## config.mk

```make
export PLATFORM = sky130hd
export DESIGN_NAME = keypad_matrix_scan_debounce_top
export DESIGN_NICKNAME = d
export VERILOG_FILES = /design/src/rtl/kmsd_pkg.sv /design/src/rtl/kmsd_column_update.sv /design/src/rtl/keypad_matrix_scan_debounce_top.sv
export SDC_FILE = /design/constraint.sdc
export NUM_CORES = 1
export LEC_CHECK = 0
export ABC_AREA = 1
export BUFFER_PORTS_ARGS = -buffer_cell sky130_fd_sc_hd__buf_2
export CORE_MARGIN = 2
export CORE_UTILIZATION = 50
export DETAILED_ROUTE_END_ITERATION = 8
export PLACE_DENSITY = 0.67
export SLEW_MARGIN = 20
export SYNTH_ARGS = -nofsm -noshare
export SYNTH_HDL_FRONTEND = slang
export SYNTH_SLANG_ARGS = --single-unit
```

## constraint.sdc

```tcl
create_clock -name aclk -period 3.1 [get_ports aclk]
set_input_delay 0.31 -clock aclk [delete_from_list [all_inputs] [get_ports aclk]]
set_output_delay 0.31 -clock aclk [all_outputs]
set_load 0.02 [all_outputs]
```

## src/rtl/kmsd_pkg.sv

```systemverilog
`timescale 1ns / 1ps
// ----------------------------------------------------------------------------
// kmsd_pkg
// Shared widths, reset values and the result record of the keypad scanner.
// ----------------------------------------------------------------------------
package kmsd_pkg;

    localparam int COUNT_W     = 3;
    localparam int LEVELS_W    = 4;
    localparam int COLUMN_W    = 2;
    localparam int MASK_W      = 4;

    localparam logic [COUNT_W-1:0] LIMIT_RESET = COUNT_W'(2);

    typedef struct packed {
        logic [COLUMN_W-1:0] column;
        logic [MASK_W-1:0]   led_drive;
        logic [MASK_W-1:0]   key_down;
        logic [MASK_W-1:0]   key_up;
    } kmsd_result_t;

endpackage

```

## src/rtl/kmsd_column_update.sv

```systemverilog
`timescale 1ns / 1ps
// ----------------------------------------------------------------------------
// kmsd_column_update
// Debounce counter and LED toggle update for every row of one column.
// ----------------------------------------------------------------------------
module kmsd_column_update
    import kmsd_pkg::*;
#(
    parameter int ROWS = 4
) (
    input  logic [LEVELS_W-1:0]     row_levels,
    input  logic [COUNT_W-1:0]      limit,
    input  logic [ROWS*COUNT_W-1:0] counts,
    input  logic [ROWS-1:0]         leds,
    output logic [ROWS*COUNT_W-1:0] counts_next,
    output logic [ROWS-1:0]         leds_next,
    output logic [ROWS-1:0]         key_down,
    output logic [ROWS-1:0]         key_up
);

    for (genvar j = 0; j < ROWS; j++) begin : g_row
        logic               pressed;
        logic [COUNT_W-1:0] cnt;
        logic [COUNT_W-1:0] cnt_inc;

        // rows beyond the input pins read as pressed
        if (j < LEVELS_W) begin : g_pin
            assign pressed = ~row_levels[j];
        end else begin : g_nopin
            assign pressed = 1'b1;
        end

        assign cnt     = counts[j*COUNT_W +: COUNT_W];
        assign cnt_inc = cnt + COUNT_W'(1);

        always_comb begin
            counts_next[j*COUNT_W +: COUNT_W] = cnt;
            leds_next[j] = leds[j];
            key_down[j]  = 1'b0;
            key_up[j]    = 1'b0;
            if (pressed) begin
                if (cnt < limit) begin
                    counts_next[j*COUNT_W +: COUNT_W] = cnt_inc;
                    if (cnt_inc == limit) begin
                        key_down[j]  = 1'b1;
                        leds_next[j] = ~leds[j];
                    end
                end
            end else if (cnt != '0) begin
                counts_next[j*COUNT_W +: COUNT_W] = cnt - COUNT_W'(1);
                key_up[j] = (cnt == COUNT_W'(1));
            end
        end
    end

endmodule

```

## src/rtl/keypad_matrix_scan_debounce_top.sv

```systemverilog
`timescale 1ns / 1ps
// ----------------------------------------------------------------------------
// keypad_matrix_scan_debounce_top
// Keypad matrix scanner with per-key up/down counter debounce and LED toggle.
//
//   channel | ports                                     | role
//   --------+-------------------------------------------+--------------------
//   s_      | s_valid s_ready s_row_levels[3:0]          | scan step in
//   m_      | m_valid m_ready m_column m_led_drive        | scan result out
//           | m_key_down m_key_up                         |
//   cfg_    | cfg_we cfg_wdata[2:0]                       | debounce limit
//
// One scan step per cycle while the output is not stalled; the result appears in the cycle after acceptance.
// The step is worked out combinationally from the column's stored counts
// and lands in the output register, which also parts the two sides.
// s_ready falls only while a result is held and m_ready is low.
// Synchronous active-low reset clears counts, LEDs, column and m_valid and sets the limit to 2.
// ----------------------------------------------------------------------------
module keypad_matrix_scan_debounce_top
    import kmsd_pkg::*;
#(
    parameter int COLUMNS = 4,
    parameter int ROWS    = 4
) (
    input  logic                aclk,
    input  logic                aresetn,
    input  logic                cfg_we,
    input  logic [COUNT_W-1:0]  cfg_wdata,
    input  logic                s_valid,
    output logic                s_ready,
    input  logic [LEVELS_W-1:0] s_row_levels,
    output logic                m_valid,
    input  logic                m_ready,
    output logic [COLUMN_W-1:0] m_column,
    output logic [MASK_W-1:0]   m_led_drive,
    output logic [MASK_W-1:0]   m_key_down,
    output logic [MASK_W-1:0]   m_key_up
);

    localparam int COL_W = (COLUMNS > 1) ? $clog2(COLUMNS) : 1;
    localparam logic [COL_W-1:0] COL_LAST = COL_W'(COLUMNS - 1);

    logic [COUNT_W-1:0]      limit_reg;
    logic [COL_W-1:0]        col_reg;
    logic [COL_W-1:0]        col_next;
    logic [ROWS*COUNT_W-1:0] count_mem_reg [COLUMNS];
    logic [ROWS-1:0]         led_mem_reg   [COLUMNS];
    logic                    m_valid_reg;
    kmsd_result_t            result_reg;
    kmsd_result_t            result_next;

    logic [ROWS*COUNT_W-1:0] counts_upd;
    logic [ROWS-1:0]         leds_upd;
    logic [ROWS-1:0]         down_vec;
    logic [ROWS-1:0]         up_vec;
    logic                    accept;

    assign accept  = s_valid && s_ready;
    assign s_ready = !m_valid_reg || m_ready;

    kmsd_column_update #(
        .ROWS (ROWS)
    ) u_update (
        .row_levels  (s_row_levels),
        .limit       (limit_reg),
        .counts      (count_mem_reg[col_reg]),
        .leds        (led_mem_reg[col_reg]),
        .counts_next (counts_upd),
        .leds_next   (leds_upd),
        .key_down    (down_vec),
        .key_up      (up_vec)
    );

    assign col_next = (col_reg == COL_LAST) ? '0 : col_reg + COL_W'(1);

    always_comb begin
        result_next.column    = COLUMN_W'(col_reg);
        result_next.led_drive = '0;
        result_next.key_down  = '0;
        result_next.key_up    = '0;
        for (int j = 0; j < MASK_W; j++) begin
            if (j < ROWS) begin
                result_next.led_drive[j] = led_mem_reg[col_reg][j % ROWS];
                result_next.key_down[j]  = down_vec[j % ROWS];
                result_next.key_up[j]    = up_vec[j % ROWS];
            end
        end
    end

    always_ff @(posedge aclk) begin
        if (!aresetn) begin
            limit_reg   <= LIMIT_RESET;
            col_reg     <= '0;
            m_valid_reg <= 1'b0;
            for (int c = 0; c < COLUMNS; c++) begin
                count_mem_reg[c] <= '0;
                led_mem_reg[c]   <= '0;
            end
        end else begin
            if (cfg_we) begin
                limit_reg <= cfg_wdata;
            end
            if (accept) begin
                col_reg                <= col_next;
                count_mem_reg[col_reg] <= counts_upd;
                led_mem_reg[col_reg]   <= leds_upd;
                m_valid_reg            <= 1'b1;
            end else if (m_ready) begin
                m_valid_reg <= 1'b0;
            end
        end
    end

    always_ff @(posedge aclk) begin
        if (accept) begin
            result_reg <= result_next;
        end
    end

    assign m_valid     = m_valid_reg;
    assign m_column    = result_reg.column;
    assign m_led_drive = result_reg.led_drive;
    assign m_key_down  = result_reg.key_down;
    assign m_key_up    = result_reg.key_up;

    a_accept_gives_result: assert property (@(posedge aclk) disable iff (!aresetn)
        accept |=> m_valid_reg)
        else $error("accepted scan step produced no result");

    a_column_advances: assert property (@(posedge aclk) disable iff (!aresetn)
        accept |=> col_reg == $past(col_next))
        else $error("column counter did not advance on a transaction");

    a_events_disjoint: assert property (@(posedge aclk) disable iff (!aresetn)
        m_valid_reg |-> (result_reg.key_down & result_reg.key_up) == '0)
        else $error("key down and key up flagged together");

    a_stall_blocks_input: assert property (@(posedge aclk) disable iff (!aresetn)
        (m_valid_reg && !m_ready) |-> !s_ready)
        else $error("input taken while result stalled");

endmodule
```

### Word-level counts from Yosys, hierarchy flattened

Memory sizes are Yosys's and may differ from the RTL's. A register that Yosys moved wholly into a read port is not among the register bits.
Index checks and enable logic that the tools add are counted.

| cells by class | value |
|---|---|
| add/sub/neg operators | 9 |
| eq/ne operators | 9 |
| muxes and demuxes | 45 |
| reductions and logical operators | 18 |
| bitwise gates (word level) | 8 |
| magnitude comparators | 4 |

Operators with widths:

| operator | count |
|---|---|
| $mux 3 | 12 |
| $mux 1 | 24 |
| $mux 2 | 7 |
| $add 3x1->3 const B | 4 |
| $eq 3x1->1 const B | 4 |
| $eq 3x3->1 | 4 |
| $lt 3x3->1 | 4 |
| $mux 12 | 1 |
| $reduce_bool 3->1 | 4 |
| $reduce_or 12->1 | 1 |
| $sub 3x1->3 const B | 4 |
| $not 1->1 | 8 |
| $reduce_and 2->1 | 4 |
| $reduce_or 2->1 | 4 |
| $mux 4 | 1 |
| $reduce_or 4->1 | 1 |
| $add 2x1->2 const B | 1 |
| $eq 2x2->1 const B | 1 |
| $reduce_bool 2->1 | 1 |
| $logic_and 1x1->1 | 1 |
| $logic_not 1->1 | 1 |
| $logic_or 1x1->1 | 1 |

| word-level totals | value |
|---|---|
| memories | 2 |
| RAM bits | 64 |
| register bits after elaboration | 20 |
| input port bits | 12 |
| output and inout bits | 16 |
| word-level logic and storage cells | 108 |

Memory list:

| memory | words | width | rd ports | clocked after memory_dff | write ports | line | RTL |
|---|---|---|---|---|---|---|---|
| count_mem_reg | 4 | 12 | 1 | 1 | 4 | keypad_matrix_scan_debounce_top.sv:46 | `logic [ROWS*COUNT_W-1:0] count_mem_reg [COLUMNS];` |
| led_mem_reg | 4 | 4 | 1 | 1 | 4 | keypad_matrix_scan_debounce_top.sv:47 | `logic [ROWS-1:0] led_mem_reg [COLUMNS];` |

### Depth between registers and ports, before layout

| logic depth | value |
|---|---|
| depth after elaboration | 8 |
| gate-level depth with buffers | 17 |
| gate-level depth less buffers | 15 |

### Modules after synthesis

Synthesis repeated with hierarchy kept, for this count alone.

| second synthesis, totals | value |
|---|---|
| cell total of the unflattened synthesis | 527 |
| area total of the unflattened synthesis | 4852.2 µm² |

By module, submodules not included:

| module | area each (µm²) | seq. area each (µm²) | cells each | times used |
|---|---|---|---|---|
| keypad_matrix_scan_debounce_top | 3553.4 | 2502.4 | 298 | 1 |
| kmsd_column_update | 1298.7 | 0.0 | 229 | 1 |

### Least setup slack after synthesis

OpenSTA, ideal clock, no wires.

| path | value |
|---|---|
| kind | register to register |
| start point | register m_valid_reg (netlist: m_valid) |
| end point | memory count_mem_reg[3][0] (netlist bit), enable pin |
| slack | 0.281 ns |
| cell stages (with the launch flop) | 6 |
| setup time | 0.409 ns |
| arrival | 2.409 ns |
| period minus slack after synthesis | 2.819 ns |
| data required time | 2.691 ns |
| buffers on the path | 0 |
| cells stage by stage | dfxtp_1 nand2_1 nand2_1 inv_1 nor2_1 nor3_1 |

RTL lines:

| element | line | RTL |
|---|---|---|
| from (decl) | keypad_matrix_scan_debounce_top.sv:48 | `logic m_valid_reg;` |
| from (signal assigned) | keypad_matrix_scan_debounce_top.sv:94 | `m_valid_reg <= 1'b0;` |
| from (signal assigned) | keypad_matrix_scan_debounce_top.sv:107 | `m_valid_reg <= 1'b1;` |
| from (signal assigned) | keypad_matrix_scan_debounce_top.sv:109 | `m_valid_reg <= 1'b0;` |
| to (decl) | keypad_matrix_scan_debounce_top.sv:46 |  |

==> results by group <==
Outcome
  – Outcome: completed

Synth
  – Cell variety after synth: 34
  – Sequential area share after synthesis: 0.5088
  – Primary FF master, synth: edfxtp_1
  – Post-synth top area share: 0.4762
  – Syn Nets: 570
  – Number of synthesized flops with an enable pin: approximately 80
  – Post-synthesis instance area: 4918 um^2
  – Top cells by area, synth: edfxtp_1 48%, nand2_1 7.5%, ha_1 7.4%
  – Cell with the most instances after synthesis: nand2_1
  – Register bit total from synthesis: 86
  – Dominant cell type by area after synthesis: edfxtp_1
  – Synth cell count leaders: 98 x nand2_1, 78 x edfxtp_1, 73 x nor2_1, 54 x inv_1, 50 x nand3_1
  – Synth warn: 0
  – Avg Cell Area, Syn: approximately 9.3 um^2
  – Post-synth ARST share: 0
  – Cells after Synth: approximately 530

Critical path
  – Crit path buf inv count: 2
  – Crit path cell chain: inv_2 -> nand3_1 -> nand2_4 -> inv_1 -> ha_1 -> a21oi_1 -> nand2_1 -> nor3_1 -> nand3_1 -> nand2_1 -> nand3_2 -> nor2_1
  – Crit. End Element: flop
  – Worst Path Required: 3330 ps
  – Top Family by Delay on Critical Path: simple AND/OR/NAND/NOR gates
  – Crit path DAT: roughly 3000 ps
  – Slowest CP cell: inv_2
  – Worst-path maximum fanout: 24
  – Critical path class: reg -> reg
  – Setup crit start kind: flop
  – Delay of the slowest critical-path stage: 380 ps

CTS
  – CTS sink count: 86
  – Latest clock arrival within the worst-skew pair: 360 ps
  – Clock-pin slew reported for the worst setup and hold paths after clock tree synthesis: 90 ps
  – Root buf cell: clkbuf_8
  – CTS Hold Bufs: 0
  – Post-CTS setup buffer count: 0
  – Max Buffers Root-to-Sink: 2
  – CTS resizes: 0
  – CTS H-tree lvls: 3
  – CTS tree: yes
  – CTS Buf Count: 9

STA
  – Slew headroom: 0.6578
  – Final Hold Fails: 0
  – Slew at the pin closest to its max-slew limit: 512.5 ps
  – Worst hold slack: 183.5 ps
  – Period utilisation layout: 0.8898
  – Fmax achieved: about 0.36 GHz
  – Min cycle time layout: approximately 2800 ps
  – Final setup viols: 0
  – Setup TNS: 0 ps
  – Unrepaired setup endpoints after global routing: no
  – Worst Clk Skew: around 11 ps
  – Final Max Tran Viols: 0

Global routing
  – Number of global-route vias before repair: 3409
  – GR Util All Layers: 0.2202
  – First-pass GRT wire length: about 17000 um
  – Initial antenna violation count: 0
  – GR Overflow Total: 0
  – Largest net degree at the start of global routing: 25

Route
  – Drt drc: 0
  – Vias per inst: 5.206
  – DRT iter0 DRCs: about 170
  – Via Count: ~3700
  – Drt first pass iters: 4
  – Antenna-violating nets left: 0
  – Drt total wl: 10930 um
  – WL/cell: 15.50 um

Layout
  – Area grow syn2layout: 9.438%
  – # diodes: 0
  – Final #Nets: 608
  – Largest register FFs: between 40 and 50
  – Filler Cell Count: just under 900
  – Layout cells sized above 1: 0.1976

Floorplanning
  – Core Area: 9639 um^2
  – IO Pins: 28
  – Die width: 103.2 um
  – Row count: 36
  – Die Span Y: 103.2 um
  – Starting Density: 0.5103
  – Full die area: roughly 11000 um^2

Power
  – Sw Ratio: 0.3331
  – Logic pwr share: 0.264
  – Internal power: around 1.9 mW
  – Psw: ~0.95 mW
  – Peak VDD IR: between 0.0002 and 0.00025 V
  – PwrDens: 528.4 nW/um^2
  – P_leak: ~2.4 nW
  – Power share of the sequential group: 0.489
  – Clock network fraction of total power: 0.247

Place
  – Hpwl dp: 7557 um
  – Placer Congestion: 0.8469
  – Port bufs: 27

Job
  – Max_cap viols: 0

Min path
  – Hold Crit Class: in -> reg
==> stage by stage <==
stage | instance area [um^2] | utilization | setup WS, ps | std cells | total power, mW
3_3_place_gp | 5219 | 0.5414 | 389.8 | 689 | 2.143
5_1_grt | 5383 | 0.5584 | 74.66 | 705 | 3.018
4_1_cts | 5383 | 0.5584 | 194.4 | 705 | 2.864
6_report | 5383 | 0.5584 | 341.7 | 705 | 2.844
3_5_place_dp | 5219 | 0.5414 | 219.7 | 689 | 2.169
2_1_floorplan | 4918 | - | 281.4 | 529 | 1.991
==> cells by family (layout without fill, tap and decap cells) <==
family / Yosys count / count (layout) / synth area share
simple gates: 267 / 267 / 0.2534
flops: 86 / 86 / 0.5088
buf+inv: 81 / 124 / 0.07530
compound gates: 66 / 66 / 0.08878
fa+ha+maj: 29 / 29 / 0.07377
==> cell type report <==
| type | instances | area, um^2 | area share |
|---|---|---|---|
| Multi-Input combinational cell | 362 | 2051 | 0.3810 |
| Inverter | 65 | 244.0 | 0.04533 |
| Clock inverter | 5 | 32.53 | 0.006044 |
| Sequential cell | 86 | 2502 | 0.4649 |
| Tap cell | 133 | 166.4 | 0.03092 |
| Clock buffer | 11 | 131.4 | 0.02441 |
| Timing Repair Buffer | 43 | 255.2 | 0.04742 |
==> layout by cell type, fill, tap and decap left out, drive strengths merged, types with 5 or more instances in the layout <==
cell	Yosys	routed
dfxtp	8	8
clkbuf	2	11
nand3	58	58
a32oi	5	5
inv	65	68
edfxtp	78	78
a21oi	29	29
nor3	5	5
nor2	79	79
o211ai	7	7
ha	29	29
o21ai	24	24
nand2	116	116
buf	14	43
==> worst reg2reg max path, cell delays in order (launching register included) <==
cell and delay (ps):
dfxtp_1 330, inv_2 380, nand3_1 300, nand2_4 200, inv_1 80, ha_1 290
a21oi_1 140, nand2_1 140, nor3_1 330, nand3_1 150, nand2_1 90, nand3_2 100
nor2_1 100
==> power by group through the flow <==
stage                     sequential, mW  combinational (mW)  clock (mW)
final                               1.39               0.752       0.702
after global routing                1.40               0.852       0.766
after CTS                           1.39               0.755       0.719
after detailed placement            1.42               0.751           0
after global placement              1.41               0.730           0
after floorplan                     1.43               0.558           0
==> path summary, 6_finish.rpt <==
check                     from           endpoint  slack, ps  depth (start not counted)
hold reg to reg        m_valid            m_valid        520                          2
hold / removal    cfg_wdata[0]       limit_reg[0]        180                          3
setup reg to reg          flop  led_mem_reg[0][2]        340                         12
setup / recovery          flop  led_mem_reg[0][2]        340                         12
==> per-layer routing <==
metal  global-route usage  vias to the layer above  wire length, um
met3              0.04368                       14              692
met4              0.09211                        0              261
li1                     -                     1855                -
met2               0.3651                       92             5263
met5                    0                        -                0
met1               0.2834                     1709             4714
(Power assumes the default switching activity.)
